### config.mk
export PLATFORM = sky130hd
export DESIGN_NAME = velocity_ramp_limiter
export DESIGN_NICKNAME = d
export VERILOG_FILES = /design/src/design/vrl_pkg.sv /design/src/design/velocity_ramp_limiter.sv
export SDC_FILE = /design/constraint.sdc
export NUM_CORES = 2
export LEC_CHECK = 0
export BUFFER_PORTS_ARGS = -buffer_cell sky130_fd_sc_hd__buf_2
export CAP_MARGIN = 20
export CORE_ASPECT_RATIO = 1.75
export CORE_MARGIN = 2
export CORE_UTILIZATION = 50
export CTS_BUF_LIST = sky130_fd_sc_hd__clkbuf_4
export CTS_CLUSTER_SIZE = 16
export DETAILED_ROUTE_END_ITERATION = 6
export HOLD_SLACK_MARGIN = 0.05
export PLACE_DENSITY = 0.73
export SYNTH_ARGS = -nofsm -noshare
export SYNTH_HDL_FRONTEND = slang
export SYNTH_SLANG_ARGS = --single-unit
### constraint.sdc
create_clock -name i_clk -period 5.9 [get_ports i_clk]
set_input_delay 1.18 -clock i_clk [delete_from_list [all_inputs] [get_ports i_clk]]
set_output_delay 1.18 -clock i_clk [all_outputs]
set_load 0.01 [all_outputs]
### src/design/vrl_pkg.sv
// shared types and constants for the velocity ramp limiter
`default_nettype none

package vrl_pkg;

    // field widths
    localparam int unsigned VEL_W   = 18;
    localparam int unsigned RATE_W  = 16;
    localparam int unsigned TIME_W  = 16;
    localparam int unsigned SLF_W   = 17;
    localparam int unsigned SLR_W   = 18;
    localparam int unsigned ADDR_W  = 5;
    localparam int unsigned DATA_W  = 32;
    localparam int unsigned REACH_W = RATE_W + TIME_W;
    localparam int unsigned FULL_W  = VEL_W + TIME_W;
    localparam int unsigned CNT_W   = 4;

    // register reset values
    localparam logic [RATE_W-1:0] RST_ACCEL_FWD = 16'd1000;
    localparam logic [RATE_W-1:0] RST_ACCEL_REV = 16'd1000;
    localparam logic [RATE_W-1:0] RST_DECEL_FWD = 16'd1000;
    localparam logic [RATE_W-1:0] RST_DECEL_REV = 16'd1000;
    localparam logic [SLF_W-1:0]  RST_SPEED_FWD = 17'd10000;
    localparam logic [SLR_W-1:0]  RST_SPEED_REV = 18'd5000;
    localparam logic [TIME_W-1:0] RST_TICK      = 16'd3277;

    // register map, word index
    typedef enum logic [2:0] {
        REG_ACCEL_FWD = 3'd0,
        REG_ACCEL_REV = 3'd1,
        REG_DECEL_FWD = 3'd2,
        REG_DECEL_REV = 3'd3,
        REG_SPEED_FWD = 3'd4,
        REG_SPEED_REV = 3'd5,
        REG_TICK      = 3'd6
    } t_reg_idx;

    // sequencer states
    typedef enum logic [2:0] {
        ST_IDLE,
        ST_RATE,
        ST_MUL,
        ST_CMP,
        ST_DIV,
        ST_NEXT,
        ST_CLAMP,
        ST_DONE
    } t_state;

endpackage

`default_nettype wire

### src/design/velocity_ramp_limiter.sv
// top level of the velocity ramp limiter: registers, sequencer and shared divide step
//
//  port group   | direction | handshake            | payload
//  -------------+-----------+----------------------+-------------------------------
//  target in    | in        | i_valid / o_ready    | i_target_velocity (18 s)
//  velocity out | out       | o_valid / i_ready    | o_new_velocity (18 s)
//  apb config   | in/out    | psel, penable/pready | paddr, pwdata, prdata (32)
//
// each leg of a word passes the rate, multiply and compare states, plus the divide when the
// leg reaches its target with a nonzero rate; a word also passes entry, clamp and hand-off.
// the 16-step restoring divider (one quotient bit per cycle) sets the long path.
// i_rst_n is synchronous: it clears the sequencer, the stored velocity, the output
// valid and the registers to their defaults. o_ready is high only while idle; a
// finished word waits in the output register while the next target is taken.
`default_nettype none

module velocity_ramp_limiter (
    input  wire logic                              i_clk,
    input  wire logic                              i_rst_n,
    // target channel
    input  wire logic                              i_valid,
    output logic                                   o_ready,
    input  wire logic signed [vrl_pkg::VEL_W-1:0]  i_target_velocity,
    // velocity channel
    output logic                                   o_valid,
    input  wire logic                              i_ready,
    output logic signed [vrl_pkg::VEL_W-1:0]       o_new_velocity,
    // configuration port
    input  wire logic                              psel,
    input  wire logic                              penable,
    input  wire logic                              pwrite,
    input  wire logic [vrl_pkg::ADDR_W-1:0]        paddr,
    input  wire logic [vrl_pkg::DATA_W-1:0]        pwdata,
    output logic [vrl_pkg::DATA_W-1:0]             prdata,
    output logic                                   pready
);

    localparam int unsigned VW = vrl_pkg::VEL_W;
    localparam int unsigned RW = vrl_pkg::RATE_W;
    localparam int unsigned TW = vrl_pkg::TIME_W;

    // configuration registers
    logic [RW-1:0]              r_accel_fwd;
    logic [RW-1:0]              r_accel_rev;
    logic [RW-1:0]              r_decel_fwd;
    logic [RW-1:0]              r_decel_rev;
    logic [vrl_pkg::SLF_W-1:0]  r_speed_fwd;
    logic [vrl_pkg::SLR_W-1:0]  r_speed_rev;
    logic [TW-1:0]              r_tick;

    // sequencer and datapath registers
    vrl_pkg::t_state            r_state, n_state;
    logic signed [VW-1:0]       r_cur;
    logic signed [VW-1:0]       r_v;
    logic signed [VW-1:0]       r_target;
    logic signed [VW-1:0]       r_leg_tgt;
    logic                       r_flip;
    logic                       r_leg2;
    logic [TW-1:0]              r_t;
    logic [RW-1:0]              r_a;
    logic [VW-1:0]              r_d;
    logic [vrl_pkg::REACH_W-1:0] r_reach;
    logic [RW-1:0]              r_rem;
    logic [TW-1:0]              r_q;
    logic [vrl_pkg::CNT_W-1:0]  r_cnt;
    logic                       r_out_valid;
    logic signed [VW-1:0]       r_out;

    // control decode
    logic w_in_acc;
    logic w_out_acc;
    logic w_cfg_wr;
    logic w_done_go;

    // apb register access
    vrl_pkg::t_reg_idx w_idx;
    assign w_idx    = vrl_pkg::t_reg_idx'(paddr[4:2]);
    assign w_cfg_wr = psel & penable & pwrite;
    assign pready   = 1'b1;

    always_comb begin
        case (w_idx)
            vrl_pkg::REG_ACCEL_FWD: prdata = {16'd0, r_accel_fwd};
            vrl_pkg::REG_ACCEL_REV: prdata = {16'd0, r_accel_rev};
            vrl_pkg::REG_DECEL_FWD: prdata = {16'd0, r_decel_fwd};
            vrl_pkg::REG_DECEL_REV: prdata = {16'd0, r_decel_rev};
            vrl_pkg::REG_SPEED_FWD: prdata = {15'd0, r_speed_fwd};
            vrl_pkg::REG_SPEED_REV: prdata = {14'd0, r_speed_rev};
            vrl_pkg::REG_TICK:      prdata = {16'd0, r_tick};
            default:                prdata = '0;
        endcase
    end

    always_ff @(posedge i_clk) begin
        if (!i_rst_n) begin
            r_accel_fwd <= vrl_pkg::RST_ACCEL_FWD;
            r_accel_rev <= vrl_pkg::RST_ACCEL_REV;
            r_decel_fwd <= vrl_pkg::RST_DECEL_FWD;
            r_decel_rev <= vrl_pkg::RST_DECEL_REV;
            r_speed_fwd <= vrl_pkg::RST_SPEED_FWD;
            r_speed_rev <= vrl_pkg::RST_SPEED_REV;
            r_tick      <= vrl_pkg::RST_TICK;
        end else if (w_cfg_wr) begin
            case (w_idx)
                vrl_pkg::REG_ACCEL_FWD: r_accel_fwd <= pwdata[RW-1:0];
                vrl_pkg::REG_ACCEL_REV: r_accel_rev <= pwdata[RW-1:0];
                vrl_pkg::REG_DECEL_FWD: r_decel_fwd <= pwdata[RW-1:0];
                vrl_pkg::REG_DECEL_REV: r_decel_rev <= pwdata[RW-1:0];
                vrl_pkg::REG_SPEED_FWD: r_speed_fwd <= pwdata[vrl_pkg::SLF_W-1:0];
                vrl_pkg::REG_SPEED_REV: r_speed_rev <= pwdata[vrl_pkg::SLR_W-1:0];
                vrl_pkg::REG_TICK:      r_tick      <= pwdata[TW-1:0];
                default: ;
            endcase
        end
    end

    // leg setup: rate choice and distance
    logic [VW-1:0]        w_abs_v;
    logic [VW-1:0]        w_abs_tgt;
    logic signed [VW:0]   w_diff;
    logic [VW:0]          w_abs_diff;
    logic [RW-1:0]        w_rate;

    assign w_abs_v    = r_v[VW-1] ? VW'(-r_v) : VW'(r_v);
    assign w_abs_tgt  = r_leg_tgt[VW-1] ? VW'(-r_leg_tgt) : VW'(r_leg_tgt);
    assign w_diff     = {r_leg_tgt[VW-1], r_leg_tgt} - {r_v[VW-1], r_v};
    assign w_abs_diff = w_diff[VW] ? (VW+1)'(-w_diff) : (VW+1)'(w_diff);

    always_comb begin
        if (w_abs_tgt > w_abs_v) begin
            w_rate = r_leg_tgt[VW-1] ? r_accel_rev : r_accel_fwd;
        end else begin
            w_rate = r_leg_tgt[VW-1] ? r_decel_rev : r_decel_fwd;
        end
    end

    // reach test and partial step
    logic                 w_reached;
    logic [TW-1:0]        w_step;
    logic signed [VW:0]   w_moved;

    assign w_reached = {2'b00, r_reach} >= {r_d, {TW{1'b0}}};
    assign w_step    = r_reach[vrl_pkg::REACH_W-1:TW];
    always_comb begin
        if (r_v < r_leg_tgt) begin
            w_moved = {r_v[VW-1], r_v} + $signed({3'b000, w_step});
        end else begin
            w_moved = {r_v[VW-1], r_v} - $signed({3'b000, w_step});
        end
    end

    // shared divide step: one quotient bit per cycle
    logic [RW:0] w_rem2;
    logic        w_ge;
    assign w_rem2 = {r_rem, 1'b0};
    assign w_ge   = w_rem2 >= {1'b0, r_a};

    // speed clamp
    logic signed [VW+1:0] w_v_ext;
    logic signed [VW+1:0] w_lim_fwd;
    logic signed [VW+1:0] w_lim_rev;
    logic signed [VW+1:0] w_clamped;

    assign w_v_ext   = {{2{r_v[VW-1]}}, r_v};
    assign w_lim_fwd = $signed({3'b000, r_speed_fwd});
    assign w_lim_rev = -$signed({2'b00, r_speed_rev});
    always_comb begin
        w_clamped = w_v_ext;
        if (w_v_ext > w_lim_fwd) begin
            w_clamped = w_lim_fwd;
        end
        if (w_v_ext < w_lim_rev) begin
            w_clamped = w_lim_rev;
        end
    end

    // next state
    always_comb begin
        n_state = r_state;
        case (r_state)
            vrl_pkg::ST_IDLE:  if (i_valid) n_state = vrl_pkg::ST_RATE;
            vrl_pkg::ST_RATE:  n_state = vrl_pkg::ST_MUL;
            vrl_pkg::ST_MUL:   n_state = vrl_pkg::ST_CMP;
            vrl_pkg::ST_CMP: begin
                if (w_reached && (r_a != '0)) begin
                    n_state = vrl_pkg::ST_DIV;
                end else begin
                    n_state = vrl_pkg::ST_NEXT;
                end
            end
            vrl_pkg::ST_DIV: begin
                if (r_cnt == '1) n_state = vrl_pkg::ST_NEXT;
            end
            vrl_pkg::ST_NEXT: begin
                if (r_flip && !r_leg2) begin
                    n_state = vrl_pkg::ST_RATE;
                end else begin
                    n_state = vrl_pkg::ST_CLAMP;
                end
            end
            vrl_pkg::ST_CLAMP: n_state = vrl_pkg::ST_DONE;
            vrl_pkg::ST_DONE:  if (w_done_go) n_state = vrl_pkg::ST_IDLE;
            default:           n_state = vrl_pkg::ST_IDLE;
        endcase
    end

    // handshake outputs
    always_comb begin
        o_ready   = (r_state == vrl_pkg::ST_IDLE);
        w_done_go = (r_state == vrl_pkg::ST_DONE) && (!r_out_valid || i_ready);
    end

    assign w_in_acc       = i_valid & o_ready;
    assign w_out_acc      = r_out_valid & i_ready;
    assign o_valid        = r_out_valid;
    assign o_new_velocity = r_out;

    // control registers
    always_ff @(posedge i_clk) begin
        if (!i_rst_n) begin
            r_state     <= vrl_pkg::ST_IDLE;
            r_cur       <= '0;
            r_out_valid <= 1'b0;
        end else begin
            r_state <= n_state;
            if (w_done_go) begin
                r_cur       <= r_v;
                r_out_valid <= 1'b1;
            end else if (w_out_acc) begin
                r_out_valid <= 1'b0;
            end
        end
    end

    // datapath registers
    always_ff @(posedge i_clk) begin
        case (r_state)
            vrl_pkg::ST_IDLE: begin
                if (w_in_acc) begin
                    r_target  <= i_target_velocity;
                    r_v       <= r_cur;
                    r_flip    <= i_target_velocity[VW-1] != r_cur[VW-1];
                    r_leg_tgt <= (i_target_velocity[VW-1] != r_cur[VW-1])
                                 ? '0 : i_target_velocity;
                    r_t       <= r_tick;
                    r_leg2    <= 1'b0;
                end
            end
            vrl_pkg::ST_RATE: begin
                r_a <= w_rate;
                r_d <= w_abs_diff[VW-1:0];
            end
            vrl_pkg::ST_MUL: begin
                r_reach <= r_a * r_t;
            end
            vrl_pkg::ST_CMP: begin
                r_q   <= '0;
                r_cnt <= '0;
                r_rem <= r_d[RW-1:0];
                if (w_reached) begin
                    r_v <= r_leg_tgt;
                end else begin
                    r_v <= w_moved[VW-1:0];
                    r_t <= '0;
                end
            end
            vrl_pkg::ST_DIV: begin
                r_cnt <= r_cnt + 1'b1;
                if (w_ge) begin
                    r_rem <= RW'(w_rem2 - {1'b0, r_a});
                    r_q   <= {r_q[TW-2:0], 1'b1};
                end else begin
                    r_rem <= w_rem2[RW-1:0];
                    r_q   <= {r_q[TW-2:0], 1'b0};
                end
            end
            vrl_pkg::ST_NEXT: begin
                r_t       <= r_t - r_q;
                r_leg2    <= 1'b1;
                r_leg_tgt <= r_target;
            end
            vrl_pkg::ST_CLAMP: begin
                r_v <= w_clamped[VW-1:0];
            end
            vrl_pkg::ST_DONE: begin
                if (w_done_go) r_out <= r_v;
            end
            default: ;
        endcase
    end

endmodule

`default_nettype wire

==> results.toml <==
[clock_network]
clock_path_buffers = 3
numCtsBuffers = 74
h-tree-depth = 3
root_buffer = "clkbuf_4"
cts.sink_count = 329
cts-hold-fix-buffers = 0
cts_tree = "yes"
clock_latency_ns = 0.86
clk_pin_slew_ns = 0.07

[yosys]
synth_cell_type_count = 77
ys_async_sr_fraction = 0
syn_area_per_cell_sq_um = 9.06
yosysTopAreaCellShare = 0.197
synth_top_area_cell = "edfxtp_1"
synthTopCellsByArea = "edfxtp_1, fa_1, ha_1"
synth-main-ff-cell = "edfxtp_1"
synth_edf_count = 192
ys_ff_latch = 329
yosysWarnings = 0
synth_cells = 3225
seq_area_frac_synth = 0.291
syn_area_sq_um = 29200

[cells_and_area]
nFillCells = 5156
multiInputGateArea_sq_um = 19200
stdcell_count = 4275
final-seq-area_sq_um = 8510
final_nets = 3955
syn_to_final_growth_pct = 12.8
drive_above_1_share = 0.158

[outcome]
violations = "negative setup slack"
status = "finished, violations left"

[placed_design]
portBuffers = 83
gp_congestion = 0.959
dp_cells = 4103
dp_hpwl_microns = 66800

[grt]
antenna_found_initial = 2
grt_max_degree = 79
grt_usage = 0.289
grt_pass1_wl_microns = 136000
grt_pass1_vias = 25500
gr-total-overflow = 0

[detailed_routing]
routed_wl_microns = 86600
vias = 24900
drtPass1Iterations = 6
drcViolationCount = 0
drt_iter0_markers = 1804
via_per_inst = 5.82
routedWlPerCell_microns = 20.2
ant_nets = 0

[setup_path]
cp_top_family = "adder cells"
crit_required_ns = 6.50
crit_arrival_ns = 6.60
cp-end-kind = "register"
cp_common_cell = "fa_1"
r2r_slack_ns = -0.10
worst-setup-path-type = "reg2reg"
slowest_stage = "fa_1"
critPathLaunchType = "register"
crit_fanout = 4
critPathBufInv = 5
crit_chain = "buf_4 > and2_4 > fa_1 > inv_1 > fa_1 > fa_1 > inv_1 > fa_1 > fa_1 > inv_1 > fa_1 > inv_2 > ha_4 > a211o_1 > a21oi_2 > o22a_1 > a21boi_2 > o21a_1 > o31a_1 > a211o_1"
max_stage_delay_ns = 0.55

[timing]
fin_crit_ns = 6.00
setup_violations = 5
rsz0062_at_grt = "true"
slew_headroom = 0.282
skew_ns = 0.101
hold_viol_final = 0
worst_slew_pin_slew_ns = 1.07
fin_crit_sh = 1.02
worst_slack_ns = -0.105
clock.fmax_ghz = 0.167
maxSlewViolCount = 0

[job]
maxCapViolations = 0

[die]
dieArea_sq_um = 60500
core_region_area_sq_um = 58000
die_y_microns = 324
start_util = 0.504
pin_count = 115
rows = 117
die-width_microns = 187

[min_path]
hp-class = "reg2reg"
kinds of logic after synthesis:
family                     share of synthesized area
and+or+nand+nor                                0.182
buffers and inverters                         0.0666
adders and majority gates                      0.241
muxes                                         0.0374
AOI/OAI and AO/OA                              0.138
other                                       0.000257
DFF                                            0.291
xor gates and xnor gates                      0.0432
Yosys cell counts (all sizes together), types with 20 or more instances:
| cell type | instances |
|---|---|
| nand2 | 573 |
| inv | 347 |
| ha | 246 |
| fa | 198 |
| edfxtp | 192 |
| dfxtp | 137 |
| nor2 | 134 |
| clkbuf | 123 |
| and2 | 120 |
| o21ai | 103 |
| a21boi | 101 |
| a21oi | 97 |
| xnor2 | 94 |
| nand3 | 80 |
| xor2 | 50 |
| a21o | 47 |
| nor3 | 42 |
| mux2i | 36 |
| buf | 29 |
| nand4 | 28 |
| nor2b | 27 |
| o21a | 27 |
| o211ai | 24 |
| o221ai | 24 |
| mux2 | 23 |
| nand2b | 23 |
| mux4 | 21 |
| a31oi | 20 |
| and3 | 20 |
| nand3b | 20 |
| o31ai | 20 |
stage by stage:
step	cell area, sq um	setup TNS [ns]	setup WS (ns)	hold slack (ns)	util
3_3_place_gp	31300	-2.39	-0.346	0.452	0.540
4_1_cts	32800	-0.0378	-0.0378	0.469	0.566
6_report	33000	-0.244	-0.105	0.467	0.569
5_1_grt	33000	-1.41	-0.255	0.488	0.569
3_5_place_dp	31300	-4.06	-0.465	0.459	0.540
2_1_floorplan	29400	0	0.00395	0.443	-
repair_timing:
action | 4_1_cts | 5_1_grt
buffers inserted | 34 | 9
pin swaps | 90 | 25
resized for setup | 83 | 25
setup endpoints to repair | 16 | 13
final timing paths:
| kind | to | depth (start not counted) | startpoint |
|---|---|---|---|
| worst max register to register | r_reach[30] | 20 | r_a[8] |
| worst max-delay path | r_reach[30] | 20 | r_a[8] |
| worst min register to register | r_cur[0] | 2 | r_cur[0] |
| worst min-delay path | r_cur[0] | 2 | r_cur[0] |
worst min-delay path: stages (launching register included):
cell,delay [ns]
dfxtp_1,0.31
nand2_1,0.05
a21boi_0,0.06
flip-flops by register name, summed over array words and instances, names as in the netlist, 18 cells and up:
register,cells
r_reach,32
o_new_velocity,18
r_cur,18
r_d,18
r_leg_tgt,18
r_speed_rev,18
r_target,18
r_v,18
metal layers:
metal | global-route usage | vias to the layer above | share of wire
li1 | - | 11500 | -
met1 | 0.290 | 11900 | 0.34
met2 | 0.536 | 1036 | 0.52
met3 | 0.0345 | 385 | 0.053
met4 | 0.236 | 0 | 0.093
met5 | 0 | - | 0
area by class of cell:
class                   count  share of cell area
multi-input cells        2408               0.582
flip-flops and latches    329               0.258
repair buffers            287              0.0618
inverters                 349              0.0397
well taps                 773              0.0293
clock buffers              97              0.0221
clock inverters            30             0.00706
diodes                      2            0.000152
cells in the final DEF (no fill, tap or decap), types with 17 or more instances in the layout:
cell type | netlist | routed
a21oi_1 | 97 | 90
o31ai_1 | 20 | 20
a31oi_1 | 20 | 19
and2_1 | 119 | 108
mux2_2 | 23 | 23
a21boi_0 | 101 | 100
clkbuf_4 | 0 | 97
nor3_1 | 42 | 41
ha_1 | 246 | 232
mux4_2 | 21 | 21
xor2_1 | 50 | 50
nor2b_1 | 27 | 26
nand3b_1 | 20 | 20
dfxtp_1 | 137 | 137
o21ai_0 | 103 | 97
a21o_1 | 47 | 46
nand2_1 | 573 | 569
inv_1 | 347 | 328
o221ai_1 | 24 | 24
buf_6 | 0 | 21
o211ai_1 | 24 | 24
buf_4 | 15 | 182
nand4_1 | 28 | 28
nor2_1 | 134 | 133
fa_1 | 198 | 188
mux2i_1 | 36 | 36
xnor2_1 | 94 | 92
buf_2 | 7 | 83
nand2b_1 | 23 | 23
and3_1 | 20 | 17
nand3_1 | 80 | 79
o21a_1 | 27 | 27
edfxtp_1 | 192 | 192
inv_2 | 0 | 21
Power is left out: the tool's default activity adds up to more than one toggle a clock period on the data nets, which glitch-free logic cannot reach.
